`src/design/ptb_pkg.sv`:
```
// shared types and constants for the periodic timer slot bank
package ptb_pkg;

    localparam int NUM_SLOTS_DEF = 3;
    localparam int MAX_SLOTS     = 16;

    localparam int OP_W    = 2;
    localparam int PERIOD_W = 32;
    localparam int ID_W    = 8;
    localparam int PARAM_W = 32;
    localparam int SLOT_W  = 5;
    localparam int MASK_W  = MAX_SLOTS;

    localparam logic [SLOT_W-1:0] NO_SLOT = '1;

    typedef enum logic [OP_W-1:0] {
        OP_TICK       = 2'd0,
        OP_REGISTER   = 2'd1,
        OP_REMOVE     = 2'd2,
        OP_REMOVE_ALL = 2'd3
    } op_t;

endpackage

```
`src/design/ptb_if.sv`:
```
// command and response channel interfaces of the timer bank
interface ptb_cmd_if;
    import ptb_pkg::*;

    logic                      valid;
    logic                      ready;
    logic [OP_W-1:0]           operation;
    logic [PERIOD_W-1:0]       period;
    logic signed [ID_W-1:0]    remove_id;
    logic [PARAM_W-1:0]        tick_param;

    modport source (output valid, output operation, output period, output remove_id,
                    output tick_param, input ready);
    modport sink   (input valid, input operation, input period, input remove_id,
                    input tick_param, output ready);
endinterface

interface ptb_rsp_if;
    import ptb_pkg::*;

    logic                      valid;
    logic                      ready;
    logic signed [SLOT_W-1:0]  assigned_slot;
    logic [MASK_W-1:0]         fired_mask;
    logic [PARAM_W-1:0]        param_echo;

    modport source (output valid, output assigned_slot, output fired_mask,
                    output param_echo, input ready);
    modport sink   (input valid, input assigned_slot, input fired_mask,
                    input param_echo, output ready);
endinterface

```
`src/design/periodic_timer_bank_with_slots.sv`:
```
// top level of the periodic timer slot bank
//
// cmd carries one operation per beat: tick, register slot, remove by id or
// remove all. rsp returns exactly one beat per command beat, in order.
// every slot has its own counter, period and flags; a tick updates all active
// slots at once, and register and remove pick their slot through a
// priority encoder over the slot flags and the id matches.
// latency: the response beat is valid in the cycle after the command beat
// is taken. throughput: one command per cycle while rsp is not stalled, set by the
// single output register that holds each response.
// while rsp is stalled, cmd.ready drops until the held response is taken;
// a command is taken in the same cycle that the held response leaves.
// reset clears every slot (inactive, unnamed, count and period zero) and
// empties the output register.
module periodic_timer_bank_with_slots #(
    parameter int NUM_SLOTS = ptb_pkg::NUM_SLOTS_DEF
) (
    input  logic       clk,
    input  logic       rst_n,
    ptb_cmd_if.sink    cmd,
    ptb_rsp_if.source  rsp
);
    import ptb_pkg::*;

    logic                 slot_active_reg [NUM_SLOTS];
    logic                 slot_named_reg  [NUM_SLOTS];
    logic [PERIOD_W-1:0]  slot_count_reg  [NUM_SLOTS];
    logic [PERIOD_W-1:0]  slot_period_reg [NUM_SLOTS];
    logic                 slot_active_next [NUM_SLOTS];
    logic                 slot_named_next  [NUM_SLOTS];
    logic [PERIOD_W-1:0]  slot_count_next  [NUM_SLOTS];
    logic [PERIOD_W-1:0]  slot_period_next [NUM_SLOTS];

    logic [NUM_SLOTS-1:0] id_match;

    logic                 rsp_valid_reg;
    logic [SLOT_W-1:0]    assigned_reg;
    logic [SLOT_W-1:0]    assigned_next;
    logic [MASK_W-1:0]    mask_reg;
    logic [MASK_W-1:0]    mask_next;
    logic [PARAM_W-1:0]   echo_reg;
    logic [PARAM_W-1:0]   echo_next;

    logic                 accept;
    op_t                  op;

    assign cmd.ready = !rsp_valid_reg || rsp.ready;
    assign accept    = cmd.valid && cmd.ready;
    assign op        = op_t'(cmd.operation);

    // slot id is its index once named, zero before
    always_comb
    begin
        for (int i = 0; i < NUM_SLOTS; i++)
        begin
            if (slot_named_reg[i])
                id_match[i] = (cmd.remove_id == ID_W'(i));
            else
                id_match[i] = (cmd.remove_id == '0);
        end
    end

    always_comb
    begin
        logic found;
        found         = 1'b0;
        assigned_next = NO_SLOT;
        mask_next     = '0;
        echo_next     = '0;
        for (int i = 0; i < NUM_SLOTS; i++)
        begin
            slot_active_next[i] = slot_active_reg[i];
            slot_named_next[i]  = slot_named_reg[i];
            slot_count_next[i]  = slot_count_reg[i];
            slot_period_next[i] = slot_period_reg[i];
        end
        unique case (op)
            OP_TICK:
            begin
                for (int i = 0; i < NUM_SLOTS; i++)
                begin
                    if (slot_active_reg[i])
                    begin
                        if ((slot_count_reg[i] + 32'd1) >= slot_period_reg[i])
                        begin
                            slot_count_next[i] = '0;
                            mask_next[i]       = 1'b1;
                        end
                        else
                        begin
                            slot_count_next[i] = slot_count_reg[i] + 32'd1;
                        end
                    end
                end
                echo_next = cmd.tick_param;
            end
            OP_REGISTER:
            begin
                for (int i = 0; i < NUM_SLOTS; i++)
                begin
                    if (!found && !slot_active_reg[i])
                    begin
                        found               = 1'b1;
                        slot_count_next[i]  = '0;
                        slot_period_next[i] = cmd.period;
                        slot_named_next[i]  = 1'b1;
                        slot_active_next[i] = 1'b1;
                        assigned_next       = SLOT_W'(i);
                    end
                end
            end
            OP_REMOVE:
            begin
                for (int i = 0; i < NUM_SLOTS; i++)
                begin
                    if (!found && id_match[i])
                    begin
                        found               = 1'b1;
                        slot_active_next[i] = 1'b0;
                    end
                end
            end
            OP_REMOVE_ALL:
            begin
                for (int i = 0; i < NUM_SLOTS; i++)
                begin
                    slot_active_next[i] = 1'b0;
                    slot_named_next[i]  = 1'b1;
                    slot_count_next[i]  = '0;
                    slot_period_next[i] = '0;
                end
            end
        endcase
    end

    always_ff @(posedge clk or negedge rst_n)
    begin
        if (!rst_n)
        begin
            for (int i = 0; i < NUM_SLOTS; i++)
            begin
                slot_active_reg[i] <= 1'b0;
                slot_named_reg[i]  <= 1'b0;
                slot_count_reg[i]  <= '0;
                slot_period_reg[i] <= '0;
            end
        end
        else if (accept)
        begin
            for (int i = 0; i < NUM_SLOTS; i++)
            begin
                slot_active_reg[i] <= slot_active_next[i];
                slot_named_reg[i]  <= slot_named_next[i];
                slot_count_reg[i]  <= slot_count_next[i];
                slot_period_reg[i] <= slot_period_next[i];
            end
        end
    end

    always_ff @(posedge clk or negedge rst_n)
    begin
        if (!rst_n)
            rsp_valid_reg <= 1'b0;
        else if (accept)
            rsp_valid_reg <= 1'b1;
        else if (rsp.ready)
            rsp_valid_reg <= 1'b0;
    end

    always_ff @(posedge clk)
    begin
        if (accept)
        begin
            assigned_reg <= assigned_next;
            mask_reg     <= mask_next;
            echo_reg     <= echo_next;
        end
    end

    assign rsp.valid         = rsp_valid_reg;
    assign rsp.assigned_slot = assigned_reg;
    assign rsp.fired_mask    = mask_reg;
    assign rsp.param_echo    = echo_reg;

endmodule

```
`src/flat_wrapper.sv`:
```
// flat-port wrapper written by rule: the top's interface ports become plain ports
module periodic_timer_bank_with_slots_flat import ptb_pkg::*;
#(
    parameter int NUM_SLOTS = ptb_pkg::NUM_SLOTS_DEF
)
  (clk, rst_n, cmd_valid, cmd_operation, cmd_period, cmd_remove_id, cmd_tick_param, cmd_ready, rsp_valid, rsp_assigned_slot, rsp_fired_mask, rsp_param_echo, rsp_ready);
  ptb_cmd_if cmd_i ();
  ptb_rsp_if rsp_i ();
  input  logic clk;
  input  logic rst_n;
  input wire logic [$bits(cmd_i.valid)-1:0] cmd_valid;
  input wire logic [$bits(cmd_i.operation)-1:0] cmd_operation;
  input wire logic [$bits(cmd_i.period)-1:0] cmd_period;
  input wire logic [$bits(cmd_i.remove_id)-1:0] cmd_remove_id;
  input wire logic [$bits(cmd_i.tick_param)-1:0] cmd_tick_param;
  output wire logic [$bits(cmd_i.ready)-1:0] cmd_ready;
  output wire logic [$bits(rsp_i.valid)-1:0] rsp_valid;
  output wire logic [$bits(rsp_i.assigned_slot)-1:0] rsp_assigned_slot;
  output wire logic [$bits(rsp_i.fired_mask)-1:0] rsp_fired_mask;
  output wire logic [$bits(rsp_i.param_echo)-1:0] rsp_param_echo;
  input wire logic [$bits(rsp_i.ready)-1:0] rsp_ready;
  assign cmd_i.valid = cmd_valid;
  assign cmd_i.operation = cmd_operation;
  assign cmd_i.period = cmd_period;
  assign cmd_i.remove_id = cmd_remove_id;
  assign cmd_i.tick_param = cmd_tick_param;
  assign cmd_ready = cmd_i.ready;
  assign rsp_valid = rsp_i.valid;
  assign rsp_assigned_slot = rsp_i.assigned_slot;
  assign rsp_fired_mask = rsp_i.fired_mask;
  assign rsp_param_echo = rsp_i.param_echo;
  assign rsp_i.ready = rsp_ready;
  periodic_timer_bank_with_slots #(.NUM_SLOTS(NUM_SLOTS)) u_core (.clk(clk), .rst_n(rst_n), .cmd(cmd_i), .rsp(rsp_i));
endmodule
```
`config.mk`:
```
export PLATFORM = sky130hd
export DESIGN_NAME = periodic_timer_bank_with_slots_flat
export DESIGN_NICKNAME = d
export VERILOG_FILES = /design/src/design/ptb_pkg.sv /design/src/design/ptb_if.sv /design/src/design/periodic_timer_bank_with_slots.sv /design/src/flat_wrapper.sv
export SDC_FILE = /design/constraint.sdc
export NUM_CORES = 1
export LEC_CHECK = 0
export ABC_AREA = 1
export BUFFER_PORTS_ARGS = -buffer_cell sky130_fd_sc_hd__clkbuf_2
export CORE_ASPECT_RATIO = 1.75
export CORE_MARGIN = 8
export CORE_UTILIZATION = 40
export DETAILED_ROUTE_END_ITERATION = 12
export GPL_TIMING_DRIVEN = 0
export PLACE_DENSITY = 0.65
export SLEW_MARGIN = 0
export SYNTH_ARGS = -nofsm -noshare
export SYNTH_HDL_FRONTEND = slang
export SYNTH_SLANG_ARGS = --single-unit
```
`constraint.sdc`:
```
create_clock -name clk -period 7.83 [get_ports clk]
set_clock_uncertainty 0.2 [all_clocks]
set_input_delay 0.783 -clock clk [delete_from_list [all_inputs] [get_ports clk]]
set_output_delay 0.783 -clock clk [all_outputs]
set_load 0.1 [all_outputs]
```
# Word level (Yosys, flattened, before mapping)
# Index checks and enable logic that the tools add are counted.
# totals
reg_bits	239
in_bits	78
out_inout_bits	55
elab_cells	114
# classes
addsub	3
order_cmp	3
n_eq_ne	14
mux	41
bitwise_logic	1
n_reduce_logical	33
# op_table
cell	n
two-way mux 32 bit	12
case mux 96 bit (3 select lines)	1
case mux 96 bit (2 select lines)	1
adder 32 x 1 -> 32 bit, second input constant	3
>= comparator 32 bit	3
two-way mux 1 bit	22
AND reduction 4 bit	5
zero test 8 bit	2
inequality test 2 x 1 -> 1 bit, second input constant	8
two-way mux 5 bit	3
AND reduction 3 bit	4
case mux 3 bit (3 select lines)	1
== test 8 x 2 -> 1 bit, second input constant	1
== test 8 x 3 -> 1 bit, second input constant	1
zero test 1 bit	7
case mux 3 bit (2 select lines)	1
AND reduction 2 bit	3
nonzero test 3 bit	2
logical AND 1 bit	5
== test 2 bit, second input constant	2
nonzero test 2 bit	2
== test 2 x 1 -> 1 bit, second input constant	1
zero test 2 bit	1
inequality test 2 bit, second input constant	1
other kinds (3)	3

# Depth between registers and ports, before layout
# logic_depth
depth_word	12
ltp_mapped	19
depth_no_buf	18

# Worst setup path after synthesis
# No wires, ideal clock.
# synth_path
path_kind	reg-to-reg
start	register u_core.rsp_valid_reg, in the netlist u_core.rsp.valid
end	register u_core.slot_period_reg[67] in the netlist's numbering
setup_ns	0.083
arrival_time_ns	3.235
t_required_ns	7.547
path_slack_ns	4.313
path_stages_with_launch	9
n_path_buf	1
synth_period_minus_slack_ns	3.517
cell_sequence	dfrtp_1 -> nand2_1 -> nand2_1 -> inv_2 -> nand3_1 -> inv_2 -> clkbuf_1 -> nand2_1 -> o21ai_0
# synth_between
elab_chain_len	4
# synth_lines
element	line	source
start: declaration	periodic_timer_bank_with_slots.sv:36	logic rsp_valid_reg;
start signal: assignment	periodic_timer_bank_with_slots.sv:163	rsp_valid_reg <= 1'b0;
start signal: assignment	periodic_timer_bank_with_slots.sv:165	rsp_valid_reg <= 1'b1;
start signal: assignment	periodic_timer_bank_with_slots.sv:167	rsp_valid_reg <= 1'b0;
zero test 1 bit	periodic_timer_bank_with_slots.sv:47	assign cmd.ready = !rsp_valid_reg || rsp.ready;
logical OR 1 bit	periodic_timer_bank_with_slots.sv:47	
named net cmd_ready	flat_wrapper.sv:16	output wire logic [$bits(cmd_i.ready)-1:0] cmd_ready;
logical AND 1 bit	periodic_timer_bank_with_slots.sv:48	assign accept = cmd.valid && cmd.ready;
named net u_core.accept	periodic_timer_bank_with_slots.sv:44	logic accept;
AND reduction 3 bit (no source line)	--	
end signal: indexed assignment	periodic_timer_bank_with_slots.sv:155	slot_period_reg[i] <= slot_period_next[i];
end: declaration	periodic_timer_bank_with_slots.sv:28	logic [PERIOD_W-1:0] slot_period_reg [NUM_SLOTS];
# The timed path passes the listed nets, and every way through them passes these cells.
# A chain may end at the register's enable or synchronous reset.

# Worst setup path in the final report
# layout_path
start	register u_core.slot_count_reg[0] in the netlist's numbering
end	register u_core.mask_reg[2], in the netlist u_core.rsp.fired_mask[2] (data pin)
# layout_between
elab_chain_len	3
# layout_lines
element	line	source
start: declaration	periodic_timer_bank_with_slots.sv:27	logic [PERIOD_W-1:0] slot_count_reg [NUM_SLOTS];
start signal: indexed assignment	periodic_timer_bank_with_slots.sv:154	slot_count_reg[i] <= slot_count_next[i];
adder 32 x 1 -> 32 bit	periodic_timer_bank_with_slots.sv:84	if ((slot_count_reg[i] + 32'd1) >= slot_period_reg[i])
>= comparator 32 bit	periodic_timer_bank_with_slots.sv:84	
two-way mux 1 bit	periodic_timer_bank_with_slots.sv:84	
end signal: assignment	periodic_timer_bank_with_slots.sv:175	mask_reg <= mask_next;
end: declaration	periodic_timer_bank_with_slots.sv:39	logic [MASK_W-1:0] mask_reg;
# Every way passes these cells.

==> impl_metrics.py <==
metrics = {
    "synth": {
        "synth_area_per_cell_um2": 7.107,
        "seq_area_frac_synth_pct": 40.77,
        "synth.cell_area_mm2": 0.01495,
        "netlist_instances": 2104,
        "synth.ff_latch_count": 236,
        "yosysWarnings": 0,
        "synth_cell_type_count": 37,
    },
    "sta": {
        "max_freq_ghz": 0.2544,
        "tightest_slew_ps": 1011,
        "min_period_ps": 3930,
        "fin_crit_sh_pct": 50.20,
        "slew_headroom_pct": 32.57,
        "finalHoldViolCount": 0,
        "rsz0062_at_grt": "false",
        "setup_viol": 0,
        "slew_viol_final": 0,
        "fin_tns_setup_ps": 0,
    },
    "floorplan": {
        "dieArea_mm2": 0.04407,
        "core_mm2": 0.03689,
        "die_w_um": 162.2,
        "ios": 133,
        "start_util_pct": 40.54,
        "fp.dieH_um": 271.8,
        "num_rows": 93,
    },
    "finish": {
        "final_cell_mix": "nand2_1 (693), inv_1 (316), nor2_1 (281)",
        "layout_commonest_cell": "nand2_1",
        "n_antenna_cell": 0,
        "stdcell_area_mm2": 0.01713,
        "fillers": 3702,
        "nNetsFinal": 2441,
        "areaGrowthSynthToFinish_pct": 14.56,
        "seqCellArea_mm2": 0.006096,
        "final_layout_size_suffix_gt1_share_pct": 10.65,
        "multi_input_area_mm2": 0.007303,
    },
    "global_routing": {
        "grt-ovfl-total": 0,
        "grtUsageTotal_pct": 20.39,
        "grt_pass1_wl_um": 71680,
        "grt_pass1_vias": 13854,
        "grt_max_degree": 87,
        "antenna_found_initial": 0,
    },
    "drt": {
        "vias": 13737,
        "drtPass1Iterations": 7,
        "ant_nets": 0,
        "drc": 0,
        "wl_per_cell_um": 16.32,
        "wl_um": 44990,
        "drtIter0Drc": 906,
        "viasPerCell": 4.983,
    },
    "hold_path": {
        "hp-class": "flip-flop to flip-flop",
        "hold_end": "u_core.slot_named_reg[1]",
        "whs_path_depth": 1,
        "hold_start": "u_core.slot_named_reg[1]",
    },
    "placement": {
        "place_congestion": 0.9295,
        "placed_area_mm2": 0.01625,
        "hpwlAfterDp_um": 35960,
        "io_buffers": 118,
    },
    "critical_path": {
        "r2r_cells": 18,
        "reg2reg_to": "u_core.rsp.fired_mask[2]",
        "critPathMaxFanout": 10,
        "critPathSlowestCell": "dfrtp_1",
        "start_kind": "flip-flop",
        "cp.arrival_ps": 3990,
        "cp-end-kind": "flip-flop",
        "max_stage_delay_ps": 520,
        "reg2reg_slack_ps": 3900,
        "crit_chain": "ha_1 > nand3_2 > nor2_2 > nand2_1 > nor2_1 > nand2_1 > nand2_1 > nand2_1 > ha_1 > nand2_1 > inv_1 > nand2_1 > nand2_1 > nand2_1 > a21oi_1 > nor2_1 > clkbuf_1 > a21oi_1",
        "crit_top_cell": "nand2_1",
        "crit_required_ps": 7890,
        "critPathKind": "flip-flop to flip-flop",
        "crit_start": "u_core.slot_count_reg[0]",
        "rr_startpoint": "u_core.slot_count_reg[0]",
    },
    "clocking": {
        "clk_path_buf_depth": 3,
        "htreeDepth": 1,
        "cts_resized": 0,
        "clk_pin_slew_ps": 60,
        "cts_tree": "built",
        "ctsRootBufferMaster": "clkbuf_16",
        "clkLatencyLatePin_ps": 550,
        "post_cts_buffers": 0,
        "cts_buffers": 25,
        "cts.sinks": 236,
    },
    "pwr": {
        "power.density_mw_per_mm2": 195.0,
        "peakVddDrop_mv": 0.1410,
        "p_leak_uw": 0.009015,
    },
    "status": {
        "status": "complete, no violations",
    },
    "job": {
        "cap_viol_max_count": 0,
    },
}
## Yosys cell counts
cell type | number | share of area, %
nor2_4 | 3 | 0.23
buf_4 | 16 | 0.80
or2_1 | 1 | 0.042
o21ai_1 | 25 | 0.84
conb_1 | 1 | 0.025
o21ai_2 | 1 | 0.059
nand3_1 | 79 | 2.6
nand4_1 | 78 | 3.3
nor4_1 | 1 | 0.042
o21a_1 | 3 | 0.15
nand3b_1 | 4 | 0.20
nor3_1 | 5 | 0.17
nor3b_1 | 1 | 0.050
o21bai_1 | 1 | 0.050
a21o_1 | 7 | 0.35
nand3_2 | 2 | 0.13
nand2_1 | 693 | 17
buf_1 | 1 | 0.025
nor2_1 | 281 | 7.1
o22ai_1 | 23 | 0.96
a21oi_1 | 42 | 1.4
nor2_2 | 11 | 0.46
o2111ai_1 | 1 | 0.059
and3_1 | 1 | 0.042
clkbuf_1 | 29 | 0.73
xor2_1 | 22 | 1.3
dfrtp_1 | 198 | 33
inv_1 | 316 | 7.9
or2_2 | 7 | 0.29
xnor2_1 | 16 | 0.94
nand2_2 | 1 | 0.042
edfxtp_1 | 38 | 7.6
ha_1 | 99 | 8.3
o21ai_0 | 57 | 1.9
buf_2 | 30 | 1.0
inv_2 | 8 | 0.20
o211ai_2 | 2 | 0.17
## cells by family (layout without fill, tap and decap cells)
logic type / count (synthesis) / in the layout / share of synthesized area, %
compound gates: 162 / 162 / 5.949
xor+xnor: 38 / 38 / 2.226
fa+ha+maj: 99 / 99 / 8.284
buf+inv: 400 / 566 / 10.69
flops: 236 / 236 / 40.77
other cells: 1 / 13 / 0.02508
simple gates: 1168 / 1168 / 32.06
## final cells by class
cell class              count  area share [%]
plain buffers              76           2.235
clock inverters            15           1.103
well taps                 475           3.469
clock buffers              30           3.995
multi-input cells        1480           42.63
inverters                 324           7.100
repair buffers            121           3.878
flip-flops and latches    236           35.59
## critical path: cells and delay by family, from the launching register on
family | cells | cell delay [ps]
simple gates | 12 | 1620
fa+ha+maj | 2 | 590
buf+inv | 2 | 430
flops | 1 | 520
compound gates | 2 | 260
## stage by stage
step | util, % | worst slack, ps | hold slack, ps | cells | power [uW]
floorplan | - | 4313 | 233.7 | 2116 | 1886
global placement | 43.87 | 1716 | 252.1 | 2709 | 2055
detailed placement | 44.05 | 3910 | 254.2 | 2711 | 2082
CTS | 46.44 | 3894 | 274.4 | 2757 | 3375
global route | 46.44 | 3576 | 297.5 | 2757 | 3505
finish | 46.44 | 3900 | 271.7 | 2757 | 3340
## repair_timing
action	in CTS	in global routing
setup endpoints to repair	0	0
hold endpoints to repair	37	0
hold buffers	1	0
## power breakdown
| part | internal (uW) | leakage, uW | switching [uW] | total, uW |
|---|---|---|---|---|
| Sequential | 1370 | 0.00300 | 49.2 | 1420 |
| Combinational | 175 | 0.00558 | 466 | 641 |
| Clock | 757 | 0.000432 | 522 | 1280 |
| Total | 2300 | 0.00901 | 1040 | 3340 |
## how the worst max path moves through the flow
stage / slack (ps) / depth (start not counted) / to
after detailed placement: 3910 / 18 / u_core.rsp.fired_mask[2]
after global routing: 3580 / 16 / u_core.rsp.fired_mask[2]
after floorplan: 4310 / 8 / u_core.slot_period_reg[67]
final: 3900 / 18 / u_core.rsp.fired_mask[2]
after global placement: 1720 / 1 / u_core.slot_count_reg[74]
after CTS: 3890 / 18 / u_core.rsp.fired_mask[2]
## routing by layer
| metal | up-vias | share of wire (%) | track usage, % | routed length [um] |
|---|---|---|---|---|
| met5 | - | 0 | 0 | 0 |
| met4 | 0 | 5.9 | 11.89 | 2645 |
| met3 | 110 | 3.8 | 2.031 | 1698 |
| met2 | 344 | 52 | 37.77 | 23360 |
| met1 | 6415 | 38 | 21.96 | 17290 |
| li1 | 6868 | - | - | - |
(Power assumes the default switching activity.)
